[src/rtl/core/aled_pkg.sv]
// Shared types, codes and constants of the addressable LED chain driver.
package aled_pkg;

  localparam int LED_COUNT = 8;
  localparam int LED_AW = (LED_COUNT > 1) ? $clog2(LED_COUNT) : 1;

  localparam int CFG_IW = 3;
  localparam int CFG_DW = 20;

  typedef enum logic [1:0] {
    ACT_WRITE = 2'd0,
    ACT_START = 2'd1,
    ACT_TICK  = 2'd2
  } action_t;

  localparam logic [CFG_IW-1:0] REG_BRIGHTNESS = 3'd0;
  localparam logic [CFG_IW-1:0] REG_ZERO_HIGH  = 3'd1;
  localparam logic [CFG_IW-1:0] REG_ZERO_LOW   = 3'd2;
  localparam logic [CFG_IW-1:0] REG_ONE_HIGH   = 3'd3;
  localparam logic [CFG_IW-1:0] REG_ONE_LOW    = 3'd4;
  localparam logic [CFG_IW-1:0] REG_LATCH      = 3'd5;

  localparam logic [6:0]  BRIGHT_MAX       = 7'd100;
  localparam logic [15:0] ZERO_HIGH_RST    = 16'd165;
  localparam logic [15:0] ZERO_LOW_RST     = 16'd495;
  localparam logic [15:0] ONE_HIGH_RST     = 16'd330;
  localparam logic [15:0] ONE_LOW_RST      = 16'd330;
  localparam logic [19:0] LATCH_RST        = 20'd55000;

  // Division by one hundred as a multiply by ceil(2^22/100) and a shift by 22.
  localparam logic [15:0] DIV100_RECIP     = 16'd41944;
  localparam int          DIV100_SHIFT     = 22;

  localparam logic [1:0]  LANE_LAST        = 2'd2;
  localparam logic [2:0]  BIT_FIRST        = 3'd7;

endpackage

[src/rtl/core/addressable_led_chain_driver.sv]
// Top level of the addressable LED chain driver: pixel memory, byte scaling and bit timing.
//
// Each request (pixel write, frame start or one tick) is taken in one handshake, and a tick
// returns its result through an output register; a further tick waits while that result
// is not taken, but other requests keep flowing. After a frame start and after every byte
// boundary inside a frame, the input holds off while the next byte is read from the pixel
// memory (one row of green, red and blue per LED) and scaled by brightness in two multiplier
// stages; a byte spans at least sixteen ticks, so the sustained rate stays close to one
// request per cycle. Pixel rows have valid bits cleared at reset, so need no clearing pass.
module addressable_led_chain_driver (
  input  logic                        clk,
  input  logic                        rst_n,
  input  logic                        in_valid,
  output logic                        in_ready,
  input  logic [1:0]                  in_action,
  input  logic [2:0]                  in_pixel_index,
  input  logic [7:0]                  in_red,
  input  logic [7:0]                  in_green,
  input  logic [7:0]                  in_blue,
  output logic                        out_valid,
  input  logic                        out_ready,
  output logic                        out_data_line,
  output logic                        out_busy_res,
  output logic                        out_frame_done,
  input  logic                        cfg_valid,
  output logic                        cfg_ready,
  input  logic [aled_pkg::CFG_IW-1:0] cfg_index,
  input  logic [aled_pkg::CFG_DW-1:0] cfg_data
);
  import aled_pkg::*;

  logic [6:0]  brightness_r;
  logic [15:0] zero_high_r;
  logic [15:0] zero_low_r;
  logic [15:0] one_high_r;
  logic [15:0] one_low_r;
  logic [19:0] latch_r;

  logic [23:0]       pix_mem [LED_COUNT];
  logic [LED_COUNT-1:0] row_valid_r;
  logic [23:0]       rd_data_r;
  logic              rd_ok_r;

  logic [LED_AW-1:0] led_r, led_nxt;
  logic [1:0]        lane_r, lane_nxt;
  logic [2:0]        bit_pos_r, bit_pos_nxt;
  logic              low_r, low_nxt;
  logic [19:0]       tick_r, tick_nxt;
  logic              sending_r, sending_nxt;
  logic              latching_r, latching_nxt;
  logic              s1_r, s2_r;
  logic [6:0]        bright_snap_r;
  logic [14:0]       prod_r;
  logic [7:0]        shift_byte_r;

  logic              out_valid_r;
  logic              out_line_r;
  logic              out_busy_r;
  logic              out_done_r;

  logic              busy;
  logic              accept;
  logic              do_write;
  logic              do_start;
  logic              do_tick;
  logic              load;
  logic              cur_bit;
  logic [19:0]       tick_inc;
  logic [15:0]       high_lim;
  logic [15:0]       low_lim;
  logic              line;
  logic              done;
  logic [7:0]        raw_byte;
  logic [30:0]       recip_prod;

  assign busy     = sending_r | latching_r;
  assign in_ready = !(s1_r | s2_r) &&
                    (!out_valid_r || out_ready || in_action != ACT_TICK);
  assign accept   = in_valid & in_ready;
  assign do_write = accept && in_action == ACT_WRITE && !busy &&
                    32'(in_pixel_index) < LED_COUNT;
  assign do_start = accept && in_action == ACT_START && !busy;
  assign do_tick  = accept && in_action == ACT_TICK;

  assign cur_bit  = shift_byte_r[bit_pos_r];
  assign tick_inc = tick_r + 20'd1;
  assign high_lim = cur_bit ? one_high_r : zero_high_r;
  assign low_lim  = cur_bit ? one_low_r : zero_low_r;

  always_comb begin
    led_nxt      = led_r;
    lane_nxt     = lane_r;
    bit_pos_nxt  = bit_pos_r;
    low_nxt      = low_r;
    tick_nxt     = tick_r;
    sending_nxt  = sending_r;
    latching_nxt = latching_r;
    load         = 1'b0;
    line         = 1'b0;
    done         = 1'b0;
    if (do_start) begin
      sending_nxt = 1'b1;
      led_nxt     = '0;
      lane_nxt    = '0;
      bit_pos_nxt = BIT_FIRST;
      low_nxt     = 1'b0;
      tick_nxt    = '0;
      load        = 1'b1;
    end else if (do_tick) begin
      if (sending_r) begin
        tick_nxt = tick_inc;
        if (!low_r) begin
          line = 1'b1;
          if (tick_inc >= {4'd0, high_lim}) begin
            low_nxt  = 1'b1;
            tick_nxt = '0;
          end
        end else if (tick_inc >= {4'd0, low_lim}) begin
          tick_nxt = '0;
          low_nxt  = 1'b0;
          if (bit_pos_r != 3'd0) begin
            bit_pos_nxt = bit_pos_r - 3'd1;
          end else begin
            bit_pos_nxt = BIT_FIRST;
            if (lane_r != LANE_LAST) begin
              lane_nxt = lane_r + 2'd1;
              load     = 1'b1;
            end else if (led_r != LED_AW'(LED_COUNT - 1)) begin
              led_nxt  = led_r + LED_AW'(1);
              lane_nxt = '0;
              load     = 1'b1;
            end else begin
              sending_nxt  = 1'b0;
              latching_nxt = 1'b1;
              led_nxt      = '0;
              lane_nxt     = '0;
            end
          end
        end
      end else if (latching_r) begin
        tick_nxt = tick_inc;
        if (tick_inc >= latch_r) begin
          latching_nxt = 1'b0;
          tick_nxt     = '0;
          done         = 1'b1;
        end
      end
    end
  end

  always_comb begin
    case (lane_r)
      2'd0:    raw_byte = rd_data_r[7:0];
      2'd1:    raw_byte = rd_data_r[15:8];
      2'd2:    raw_byte = rd_data_r[23:16];
      default: raw_byte = '0;
    endcase
    if (!rd_ok_r) begin
      raw_byte = '0;
    end
  end

  assign recip_prod = 31'(prod_r) * 31'(DIV100_RECIP);

  always_ff @(posedge clk) begin
    if (do_write) begin
      pix_mem[LED_AW'(in_pixel_index)] <= {in_blue, in_red, in_green};
    end
    if (load) begin
      rd_data_r <= pix_mem[led_nxt];
    end
  end

  always_ff @(posedge clk) begin
    if (load) begin
      rd_ok_r       <= row_valid_r[led_nxt];
      bright_snap_r <= brightness_r;
    end
    if (s1_r) begin
      prod_r <= 15'(raw_byte) * 15'(bright_snap_r);
    end
    if (s2_r) begin
      shift_byte_r <= recip_prod[DIV100_SHIFT +: 8];
    end
    if (do_tick) begin
      out_line_r <= line;
      out_busy_r <= busy;
      out_done_r <= done;
    end
  end

  always_ff @(posedge clk) begin
    if (!rst_n) begin
      row_valid_r <= '0;
      led_r       <= '0;
      lane_r      <= '0;
      bit_pos_r   <= BIT_FIRST;
      low_r       <= 1'b0;
      tick_r      <= '0;
      sending_r   <= 1'b0;
      latching_r  <= 1'b0;
      s1_r        <= 1'b0;
      s2_r        <= 1'b0;
      out_valid_r <= 1'b0;
    end else begin
      if (do_write) begin
        row_valid_r[LED_AW'(in_pixel_index)] <= 1'b1;
      end
      led_r      <= led_nxt;
      lane_r     <= lane_nxt;
      bit_pos_r  <= bit_pos_nxt;
      low_r      <= low_nxt;
      tick_r     <= tick_nxt;
      sending_r  <= sending_nxt;
      latching_r <= latching_nxt;
      s1_r       <= load;
      s2_r       <= s1_r;
      if (do_tick) begin
        out_valid_r <= 1'b1;
      end else if (out_ready) begin
        out_valid_r <= 1'b0;
      end
    end
  end

  assign cfg_ready = 1'b1;

  always_ff @(posedge clk) begin
    if (!rst_n) begin
      brightness_r <= BRIGHT_MAX;
      zero_high_r  <= ZERO_HIGH_RST;
      zero_low_r   <= ZERO_LOW_RST;
      one_high_r   <= ONE_HIGH_RST;
      one_low_r    <= ONE_LOW_RST;
      latch_r      <= LATCH_RST;
    end else if (cfg_valid && cfg_ready) begin
      case (cfg_index)
        REG_BRIGHTNESS: begin
          brightness_r <= (cfg_data[6:0] > BRIGHT_MAX) ? BRIGHT_MAX : cfg_data[6:0];
        end
        REG_ZERO_HIGH: zero_high_r <= cfg_data[15:0];
        REG_ZERO_LOW:  zero_low_r  <= cfg_data[15:0];
        REG_ONE_HIGH:  one_high_r  <= cfg_data[15:0];
        REG_ONE_LOW:   one_low_r   <= cfg_data[15:0];
        REG_LATCH:     latch_r     <= cfg_data;
        default: begin
        end
      endcase
    end
  end

  assign out_valid      = out_valid_r;
  assign out_data_line  = out_line_r;
  assign out_busy_res   = out_busy_r;
  assign out_frame_done = out_done_r;

endmodule

[config.mk]
export PLATFORM = sky130hd
export DESIGN_NAME = addressable_led_chain_driver
export DESIGN_NICKNAME = d
export VERILOG_FILES = /design/src/rtl/core/aled_pkg.sv /design/src/rtl/core/addressable_led_chain_driver.sv
export SDC_FILE = /design/constraint.sdc
export NUM_CORES = 1
export LEC_CHECK = 0
export ABC_AREA = 1
export BUFFER_PORTS_ARGS = -buffer_cell sky130_fd_sc_hd__buf_4
export CAP_MARGIN = 15
export CORE_UTILIZATION = 57
export CTS_CLUSTER_DIAMETER = 30
export CTS_CLUSTER_SIZE = 8
export DETAILED_ROUTE_END_ITERATION = 6
export HOLD_SLACK_MARGIN = 0.06
export PLACE_DENSITY = 0.74
export SLEW_MARGIN = 10
export SYNTH_ARGS = -nofsm -noshare
export SYNTH_HDL_FRONTEND = slang
export SYNTH_SLANG_ARGS = --single-unit
[constraint.sdc]
create_clock -name clk -period 4.71 [get_ports clk]
set_input_delay 0.471 -clock clk [delete_from_list [all_inputs] [get_ports clk]]
set_output_delay 0.471 -clock clk [all_outputs]
set_load 0.05 [all_outputs]
==> results.tsv, run 1 <==
metric	value	unit
status	complete, but fails checks	
failing checks	negative setup slack	
TritonCTS clock tree	done	
Post-CTS Hold Buffers	0	
Flop pwr share	34.4	%
Pwr Density	386	nW/µm²
CP max FO	6	
design area	27900	µm²
Synth cell types	49	
CP Class	reg -> reg	
Placed Cells incl. Taps	3129	
Worst-Margin Slew	1.03	ns
Pins Over Slew Limit	0	
CTS root buf	clkbuf_16	
DR DRC count	0	
htree depth	3	
Critical Path Most Common Cell	fa_1	
NumNets Final	3079	
remaining antenna violation count	0	
post-synth net total	2886	
cell count after synthesis	2544	
commonest non-fill, non-tap cell in the layout	inv_1	
Layout area overhead	21.5	%
Rows	73	
TritonRoute pass-1 iters	7	
FMAX	0.211	GHz
slew margin rel.	30.7	%
worst ir drop on vdd	0.000441	V
cell family with most CP delay	adder cells	
initial antenna violation count	0	
Final Util	70.1	%
Worst Skew	0.0402	ns
core area	39700	µm²
wire length per cell	17.0	µm
GR Util All Layers	27.3	%
DR iter-0 viols	1327	
Critical Path Source Type	register	
critical path capture point type	register	
Net Sw Frac	26.1	%
Synth area leaders	edfxtp_1 (33%), dfxtp_1 (12%), ha_1 (10%)	
Pint	7.93	mW
Seq/Total Area, Yosys	44.4	%
CP required	5.05	ns
CTS sink count	383	
GR Layer Usage met2	48.0	%
arrival time at the worst endpoint	5.08	ns
total gr overflow	0	
met1 Use GR	33.6	%
hold path cells	1	
RSZ-0062 raised after global routing	true	
final critical-path required period	4.74	ns
Critical-path top delay cell	fa_1	
syn_area_per_cell	9.01	µm²
CP Buf/Inv Count	5	
YS warnings	0	
commonest non-fill, non-tap cells in the layout	inv_1 (467), nand2_1 (439), edfxtp_1 (250), nand3_1 (241), nor2_1 (196)	
final setup fails	1	
I/O pin count	63	
register bit total from synthesis	383	
Yosys top cell by area	edfxtp_1	
Via density	5.40	
Vias	18000	
Detailed Route WL	56.4	mm
global route hottest layer	met2	
number of port buffers	61	
Placement Cell Area	24400	µm²
Antenna diodes	0	
worst-path cell chain	inv_4 > nor2_4 > buf_4 > nand2_1 > nand3_2 > nand2_4 > nor2_2 > fa_1 > fa_1 > fa_1 > inv_2 > fa_1 > inv_1 > ha_4 > buf_6 > nand4_1 > o21bai_1 > a21o_1 > a21oi_2 > o21bai_1 > a21oi_1 > xor2_1	
Hold Slack	0.110	ns
FILL cells	2881	
Final HPWL DP	36.6	mm
clk slew on worst S/H paths	0.05	ns
clock network power share	49.5	%
crit share post-route	101	%
largest net degree at the start of global routing	94	
static leakage	13.2	nW
Die H	203	µm
Hold/Removal Path Class	in -> reg	
first-pass GRT wire length	89.1	mm
Die Wd	203	µm
max cap viols	0	
fin cells	3322	
CTS max path bufs	3	
power share of the combinational group	16.2	%
global placement routability congestion	0.895	
net switching power	2.81	mW
Synth top area share	32.8	%
starting density of the core	57.7	%
DIE AREA	41000	µm²
Final Hold Vio Count	0	
CTS Buf Count	80	
setup ws final	-0.0291	ns
Worst path max stage delay	0.53	ns
Final Power	10.7	mW
vias in the first global route	18100	
Post-Syn Area	22900	µm²
GRT met3 Usage	4.22	%
Worst path depth	22	
R2R depth	22	
worst skew pair latency	0.61	ns
fraction of layout cells with a size suffix above 1	15.3	%
==> logic make-up after synthesis <==
kind of cell | Yosys count | synth area share [%]
multiplexers | 19 | 0.830
adder cells (fa/ha/maj) | 285 | 18.7
other | 1 | 0.0164
XOR/XNOR | 38 | 1.45
flip-flops | 383 | 44.4
AO/OA/AOI/OAI | 253 | 5.97
buffers and inverters | 569 | 9.78
AND/OR/NAND/NOR | 996 | 18.9
==> layer usage <==
| metal | share of wire [%] | wire, µm | up-vias |
|---|---|---|---|
| met1 | 41 | 23000 | 8618 |
| li1 | - | - | 8634 |
| met3 | 5.5 | 3090 | 132 |
| met2 | 51 | 28700 | 571 |
| met4 | 2.9 | 1630 | 0 |
| met5 | 0 | 0 | - |
==> state kept, by name (all words and copies together), names as in the netlist, 2 cells and up <==
signal / count
led_r: 3
one_low_r: 16
latch_r: 20
row_valid_r: 8
bit_pos_r: 3
brightness_r: 7
bright_snap_r: 7
one_high_r: 16
pix_mem: 192
rd_data_r: 24
zero_low_r: 16
zero_high_r: 16
lane_r: 2
tick_r: 20
shift_byte_r: 8
prod_r: 15
==> synthesized netlist by cell type (all sizes together) <==
cell,instances
nand3,253
a21oi,116
a21o,1
edfxtp,250
o21a,2
nand4,16
clkinv,3
nand2,464
nand3b,26
and2,1
a211oi,5
nor3b,1
o221ai,2
a21boi,1
nor2,223
inv,485
nor3,8
xnor2,16
mux2i,19
o22ai,1
o31ai,1
fa,97
o21bai,5
dfxtp,133
o211ai,16
o221a,1
ha,188
or4,1
buf,38
o21ai,98
nor4,3
clkbuf,43
xor2,22
conb,1
a31oi,4
==> path summary, 6_finish.rpt <==
check | slack, ns | start | endpoint
hold reg to reg | 0.43 | brightness_r[1]$_SDFFE_PN0P_ | bright_snap_r[1]$_DFFE_PP_
setup / recovery | -0.03 | lane_r[1]$_SDFFE_PP0P_ | prod_r[14]$_DFFE_PP_
hold / removal | 0.11 | in_blue[1] | pix_mem[0][17]$_DFFE_PP_
setup reg to reg | -0.03 | lane_r[1]$_SDFFE_PP0P_ | prod_r[14]$_DFFE_PP_
==> worst reg2reg max path, cell delays in order, from the launching register on <==
cell	delay, ns
dfxtp_4	0.37
inv_4	0.05
nor2_4	0.16
buf_4	0.14
nand2_1	0.07
nand3_2	0.10
nand2_4	0.08
nor2_2	0.12
fa_1	0.46
fa_1	0.49
fa_1	0.53
inv_2	0.04
fa_1	0.52
inv_1	0.06
ha_4	0.28
buf_6	0.11
nand4_1	0.09
o21bai_1	0.21
a21o_1	0.16
a21oi_2	0.05
o21bai_1	0.14
a21oi_1	0.09
xor2_1	0.16
==> repair_timing <==
| item | 4_1_cts | 5_1_grt |
|---|---|---|
| pin swaps | 19 | 57 |
| cloned | 0 | 1 |
| endpoints found under the setup margin | 7 | 37 |
| setup buffers | 16 | 34 |
| gates resized for setup | 28 | 89 |
==> area by class of cell <==
cell class | count | area (µm²) | share of cell area, %
Clock buffer | 105 | 2180 | 7.82
Clock inverter | 37 | 382 | 1.37
Inverter | 488 | 1840 | 6.59
Multi-Input combinational cell | 1593 | 11100 | 39.7
Sequential cell | 383 | 10200 | 36.5
Tap cell | 525 | 657 | 2.36
Timing Repair Buffer | 191 | 1570 | 5.64
==> power by group through the flow <==
stage,Clock [mW],Sequential [mW],Combinational (mW)
2_1_floorplan,0,3.75,0.937
3_3_place_gp,0,3.75,1.29
3_5_place_dp,0,3.75,1.34
4_1_cts,5.36,3.69,1.39
5_1_grt,5.53,3.69,1.92
6_report,5.31,3.69,1.74
==> per-stage QoR <==
stage,setup slack [ns],TNS (ns)
after floorplan,0.00172,0
after global placement,-0.0831,-0.164
after detailed placement,-0.298,-0.945
after CTS,0.00726,0
after global routing,-0.298,-1.45
final,-0.0291,-0.0291
Note: power is estimated with default switching activity, not from simulation.
==> run 2, diff against run 1 <==
==> constraint.sdc (replaced) <==
create_clock -name clk -period 4.71 [get_ports clk]
set_input_delay 1.1775 -clock clk [delete_from_list [all_inputs] [get_ports clk]]
set_output_delay 1.1775 -clock clk [all_outputs]
set_load 0.05 [all_outputs]
==> results.tsv, run 2 (synthesis gave the netlist of run 1 again) <==
metric	value	unit	change
Final Hold Vio Count	0		unchanged
Vias	18100		+0.97%
net switching power	2.87	mW	+2.1%
commonest non-fill, non-tap cells in the layout	inv_1 (465), nand2_1 (437), edfxtp_1 (250), nand3_1 (239), nor2_1 (194)		
R2R setup slack	0.02	ns	+0.05 ns
CTS max path bufs	3		unchanged
final setup fails	0		-1
multi-input logic area	11200	µm²	+0.89%
worst ir drop on vdd	0.000455	V	+3.2%
arrival time at the worst endpoint	5.03	ns	-0.05 ns
met3 WL	3.50	mm	+13%
fraction of layout cells with a size suffix above 1	16.3	%	+0.96 points
remaining antenna violation count	0		unchanged
vias in the first global route	18300		+0.85%
Critical Path Most Common Cell	fa_1		
Rows	73		unchanged
Pwr Density	389	nW/µm²	+0.76%
biggest regs	pix_mem: 192 flops, rd_data_r: 24 flops		
Net Sw Frac	26.3	%	+0.20 points
Layout area overhead	22.2	%	
TritonCTS clock tree	done		
reg2reg start	lane_r[1]$_SDFFE_PP0P_		
RSZ-0062 raised after global routing	true		
TritonRoute pass-1 iters	5		-2
Post-CTS Hold Buffers	0		unchanged
Flop pwr share	33.9	%	-0.5 points
wire length per cell	17.0	µm	+0.17%
crit path launch	lane_r[1]$_SDFFE_PP0P_		
I/O pin count	63		unchanged
Met1 Wirelength	22.4	mm	-2.2%
GR Util All Layers	27.0	%	-0.26 points
Die H	203	µm	unchanged
clock network power share	50.5	%	+1.0 points
worst-path cell chain	inv_6 > nand2_4 > inv_6 > nand2_1 > nand3_2 > nand2_4 > nor2_2 > fa_1 > inv_2 > fa_1 > inv_1 > fa_1 > inv_2 > fa_1 > inv_2 > ha_4 > a21oi_2 > o21ai_1 > o21bai_4 > a21o_1 > a21oi_2 > o21bai_1 > a21oi_1 > xor2_1		
clk slew on worst S/H paths	0.05	ns	about the same
DR WL met2	28.4	mm	-1.3%
CP max FO	8		+2
total gr overflow	0		unchanged
Via density	5.47		+1.1%
max cap viols	0		unchanged
initial antenna violation count	1		+1
Worst path max stage delay	0.52	ns	about the same
status	complete, no violations		
register area	10200	µm²	unchanged
Hold/Removal Path Class	reg -> reg		
critical path capture point type	register		
Detailed Route WL	56.4	mm	about the same
FMAX	0.213	GHz	+0.97%
commonest non-fill, non-tap cell in the layout	inv_1		
max FFs per register	192		unchanged
DR iter-0 viols	1327		unchanged
DR DRC count	0		unchanged
DIE AREA	41000	µm²	unchanged
largest net degree at the start of global routing	102		+8.5%
Pint	8.02	mW	+1.1%
CP required	5.05	ns	about the same
Critical-path top delay cell	fa_1		
slew margin rel.	37.2	%	+6.5 points
CTS Buf Count	80		unchanged
htree depth	3		unchanged
core area	39700	µm²	unchanged
CTS sink count	383		unchanged
starting density of the core	57.7	%	unchanged
Pins Over Slew Limit	0		unchanged
Final Util	70.5	%	+0.41 points
Top Metal Used	met4		
final critical-path required period	4.69	ns	-0.0456 ns
Final HPWL DP	36.2	mm	-1.2%
Die Wd	203	µm	unchanged
crit share post-route	99.7	%	-0.97 points
Critical Path Source Type	register		
power share of the combinational group	15.6	%	-0.6 points
Most flops, register	pix_mem		
CTS root buf	clkbuf_16		
Final Power	10.9	mW	+1.3%
FILL cells	2813		-2.4%
Worst Skew	0.0266	ns	-0.0136 ns
static leakage	13.2	nW	about the same
NumNets Final	3069		-0.32%
worst skew pair latency	0.62	ns	about the same
CP Class	reg -> reg		
first-pass GRT wire length	88.5	mm	-0.63%
number of port buffers	61		unchanged
Worst-Margin Slew	0.940	ns	-0.0947 ns
hold path start	brightness_r[0]$_SDFFE_PN0P_		
global placement routability congestion	0.885		-1.1%
==> run 2: cell count changes in the layout (fill, tap and decap cells not counted), moves of 3 or more <==
cell / previous run / this run
nor2_4: 15 / 11
ha_2: 0 / 3
a21oi_1: 109 / 106
clkbuf_8: 4 / 8
ha_4: 16 / 19
nor2_2: 13 / 20
clkinv_2: 9 / 14
clkinv_1: 10 / 7
ha_1: 172 / 166
clkinvlp_4: 4 / 8
clkbuf_1: 19 / 11
buf_4: 173 / 159
clkinv_8: 0 / 3
a21oi_2: 6 / 10
==> run 2: area by class of cell <==
| class | count | area share (%) |
|---|---|---|
| antenna | 1 | 0.00893 |
| clock buffer | 99 | 7.69 |
| clock inverter | 47 | 1.94 |
| inverter | 488 | 6.57 |
| multi-input combinational | 1595 | 39.8 |
| sequential | 383 | 36.3 |
| tap | 525 | 2.34 |
| timing repair buffer | 179 | 5.31 |
==> run 2: critical path, delay by kind of cell (launching register included) <==
family	cells	cell delay, ns
adder cells (fa/ha/maj)	5	2.20
buffers and inverters	6	0.30
flip-flops	1	0.38
XOR/XNOR	1	0.10
AND/OR/NAND/NOR	5	0.45
AO/OA/AOI/OAI	7	0.99
==> run 2: path summary, 6_finish.rpt <==
kind | endpoint | cells after the start
setup / recovery | prod_r[14]$_DFFE_PP_ | 24
hold / removal | bright_snap_r[0]$_DFFE_PP_ | 0
setup reg to reg | prod_r[14]$_DFFE_PP_ | 24
hold reg to reg | bright_snap_r[0]$_DFFE_PP_ | 0
==> run 2: what timing repair did <==
item / in CTS / in global routing
buffers inserted: 12 / 22
gates cloned: 1 / 2
pin swaps: 13 / 76
resized for setup: 36 / 113
endpoints found under the setup margin: 6 / 37
==> run 2: layer usage <==
metal	track usage, %	up-vias
met4	12.6	0
li1	-	8620
met5	0	-
met2	46.9	649
met3	3.80	135
met1	33.2	8726
==> run 2: power groups by stage <==
stage               logic, mW  registers, mW  clock network (mW)
floorplan               0.937           3.75                   0
global placement         1.30           3.75                   0
detailed placement       1.34           3.75                   0
CTS                      1.39           3.69                5.55
global route             1.90           3.69                5.72
finish                   1.70           3.69                5.50
==> run 2: through the flow <==
stage | instances | area, µm² | setup WS (ns) | TNS [ns] | hold WS [ns]
after CTS | 3292 | 27300 | 0.000896 | 0 | 0.424
after detailed placement | 3133 | 24400 | -0.279 | -0.736 | 0.419
after global routing | 3317 | 28000 | -0.227 | -0.974 | 0.435
after global placement | 3133 | 24400 | -0.0651 | -0.125 | 0.413
after floorplan | 2544 | 22900 | 0.00172 | 0 | 0.403
final | 3317 | 28000 | 0.0165 | 0 | 0.422
==> run 3, diff against run 2 <==
--- a/config.mk
+++ b/config.mk
@@ -8,6 +8,7 @@
 export ABC_AREA = 1
 export BUFFER_PORTS_ARGS = -buffer_cell sky130_fd_sc_hd__buf_4
 export CAP_MARGIN = 15
+export CORE_MARGIN = 2
 export CORE_UTILIZATION = 57
 export CTS_CLUSTER_DIAMETER = 30
 export CTS_CLUSTER_SIZE = 8
==> results.tsv, run 3 (synthesis gave the netlist of run 1 again) <==
metric	value	unit	change
first-pass GRT wire length	90.9	mm	+2.7%
status	complete, but fails checks		
FMAX	0.212	GHz	-0.36%
Detailed Route WL	58.4	mm	+3.5%
CP Class	reg -> reg		
fraction of layout cells with a size suffix above 1	16.5	%	+0.24 points
max cap viols	0		unchanged
Worst Skew	0.0174	ns	-0.00918 ns
CTS sink count	383		unchanged
Vias	18200		+0.26%
GR Util All Layers	27.5	%	+0.48 points
commonest non-fill, non-tap cell in the layout	inv_1		
clock network power share	49.1	%	-1.4 points
Placed Cells incl. Taps	3135		+0.064%
RSZ-0062 raised after global routing	true		
Layout area overhead	22.2	%	about the same
biggest regs	pix_mem: 192 flops, rd_data_r: 24 flops		
total gr overflow	0		unchanged
htree depth	3		unchanged
Worst-Margin Slew	0.925	ns	-0.0147 ns
remaining antenna violation count	0		unchanged
number of port buffers	61		unchanged
crit share post-route	100	%	+0.36 points
I/O pin count	63		unchanged
clk slew on worst S/H paths	0.05	ns	about the same
Die H	205	µm	+0.99%
Critical Path Source Type	register		
reg2reg start	lane_r[1]$_SDFFE_PP0P_		
worst slack, placed	-0.230	ns	+0.0487 ns
crit path launch	lane_r[1]$_SDFFE_PP0P_		
DR iter-0 viols	1530		+15%
power share of the combinational group	16.3	%	+0.7 points
setup ws final	-0.000723	ns	-0.0172 ns
global placement routability congestion	0.897		+1.3%
arrival time at the worst endpoint	5.03	ns	about the same
failing checks	negative setup slack		
Post-CTS Hold Buffers	0		unchanged
Pwr Density	381	nW/µm²	-2.0%
CTS max path bufs	3		unchanged
slew margin rel.	38.2	%	+0.98 points
core area	39700	µm²	unchanged
Net Sw Frac	26.1	%	-0.29 points
Final Hold Vio Count	0		unchanged
DIE AREA	41800	µm²	+2.0%
Final Power	10.7	mW	-2.0%
wire length per cell	17.6	µm	+3.5%
starting density of the core	57.7	%	unchanged
initial antenna violation count	0		-1
Via density	5.48		+0.23%
CP required	5.03	ns	-0.02 ns
DR DRC count	0		unchanged
fin cells	3318		+0.030%
TritonCTS clock tree	done		
Antenna diodes	0		-1
setup TNS	-0.000723	ns	-0.000723 ns
Flop pwr share	34.6	%	+0.7 points
commonest non-fill, non-tap cells in the layout	inv_1 (468), nand2_1 (437), edfxtp_1 (250), nand3_1 (241), nor2_1 (191)		
hold path start	brightness_r[3]$_SDFFE_PN0P_		
Pins Over Slew Limit	0		unchanged
critical path capture point type	register		
static leakage	13.2	nW	+0.13%
CTS Buf Count	78		-2.5%
vias in the first global route	18400		+0.48%
Rows	73		unchanged
Final HPWL DP	36.8	mm	+1.8%
net switching power	2.78	mW	-3.1%
worst ir drop on vdd	0.000295	V	-35%
Final Util	70.5	%	about the same
final critical-path required period	4.71	ns	+0.0172 ns
worst skew pair latency	0.58	ns	-0.04 ns
Pint	7.89	mW	-1.6%
CTS root buf	clkbuf_16		
final setup fails	1		+1
TritonRoute pass-1 iters	6		+1
Most flops, register	pix_mem		
Die Wd	205	µm	+0.99%
largest net degree at the start of global routing	94		-7.8%
Hold/Removal Path Class	reg -> reg		
NumNets Final	3079		+0.33%
max FFs per register	192		unchanged
CP max FO	8		unchanged
run 3: cell count changes in the layout (fill, tap and decap cells not counted), sizes merged:
cell / before / now
buf: 179 / 192
clkinvlp: 8 / 3
inv: 490 / 487
clkinv: 30 / 29
clkbuf: 99 / 100
diode: 1 / 0
bufinv: 7 / 5
nor2: 225 / 224
run 3: through the flow:
stage / hold slack (ns) / instance area, µm²
detailed placement: 0.418 / 24400
global placement: 0.416 / 24400
finish: 0.435 / 28000
floorplan: 0.403 / 22900
global route: 0.444 / 28000
CTS: 0.432 / 27200
run 3: path summary, 6_finish.rpt:
check | end | slack [ns] | cells past startpoint
worst max-delay path | prod_r[13]$_DFFE_PP_ | -0.0007 | 26
worst min-delay path | bright_snap_r[3]$_DFFE_PP_ | 0.43 | 0
worst max register to register | prod_r[13]$_DFFE_PP_ | -0.0007 | 26
worst min register to register | bright_snap_r[3]$_DFFE_PP_ | 0.43 | 0
run 3: power by group through the flow:
stage               combinational [mW]  clock (mW)  sequential [mW]
CTS                               1.40        5.29             3.69
finish                            1.74        5.24             3.69
global route                      1.90        5.44             3.69
global placement                  1.30           0             3.75
floorplan                        0.937           0             3.75
detailed placement                1.34           0             3.75
run 3: per-layer routing:
| layer | global-route usage [%] | vias to the layer above | wire [µm] | share of wire, % |
|---|---|---|---|---|
| li1 | - | 8620 | - | - |
| met1 | 33.6 | 8706 | 23200 | 40 |
| met2 | 48.1 | 670 | 29400 | 50 |
| met3 | 4.20 | 182 | 3560 | 6.1 |
| met4 | 12.4 | 0 | 2330 | 4.0 |
| met5 | 0 | - | 0 | 0 |
run 3: critical path: stages, from the launching register on:
cell and delay (ns):
dfxtp_4 0.37, inv_4 0.05, nand2_4 0.06, inv_4 0.06, nand2_2 0.07, nand3_2 0.11
nand2_4 0.12, nor2_4 0.04, fa_1 0.57, inv_2 0.05, fa_1 0.55, inv_2 0.05
fa_1 0.52, inv_2 0.04, fa_1 0.51, inv_2 0.05, ha_4 0.28, nand2_1 0.06
o21ai_2 0.14, nand3_1 0.09, nand2_1 0.13, nand3_2 0.09, nand2_2 0.10, a21oi_2 0.05
nor2_1 0.11, nor2_1 0.06, xnor2_1 0.12
run 3: layout make-up:
type | count | area, µm²
Clock inverter | 36 | 363
Multi-Input combinational cell | 1594 | 11200
Timing Repair Buffer | 192 | 1590
Fill cell | 2775 | 11700
Clock buffer | 100 | 2180
Inverter | 488 | 1840
Tap cell | 525 | 657
Sequential cell | 383 | 10200
run 3: repair_timing:
item,4_1_cts,5_1_grt
pin swaps,17,70
resized for setup,37,122
cloned,0,2
setup endpoints to repair,6,38
setup buffers,17,29
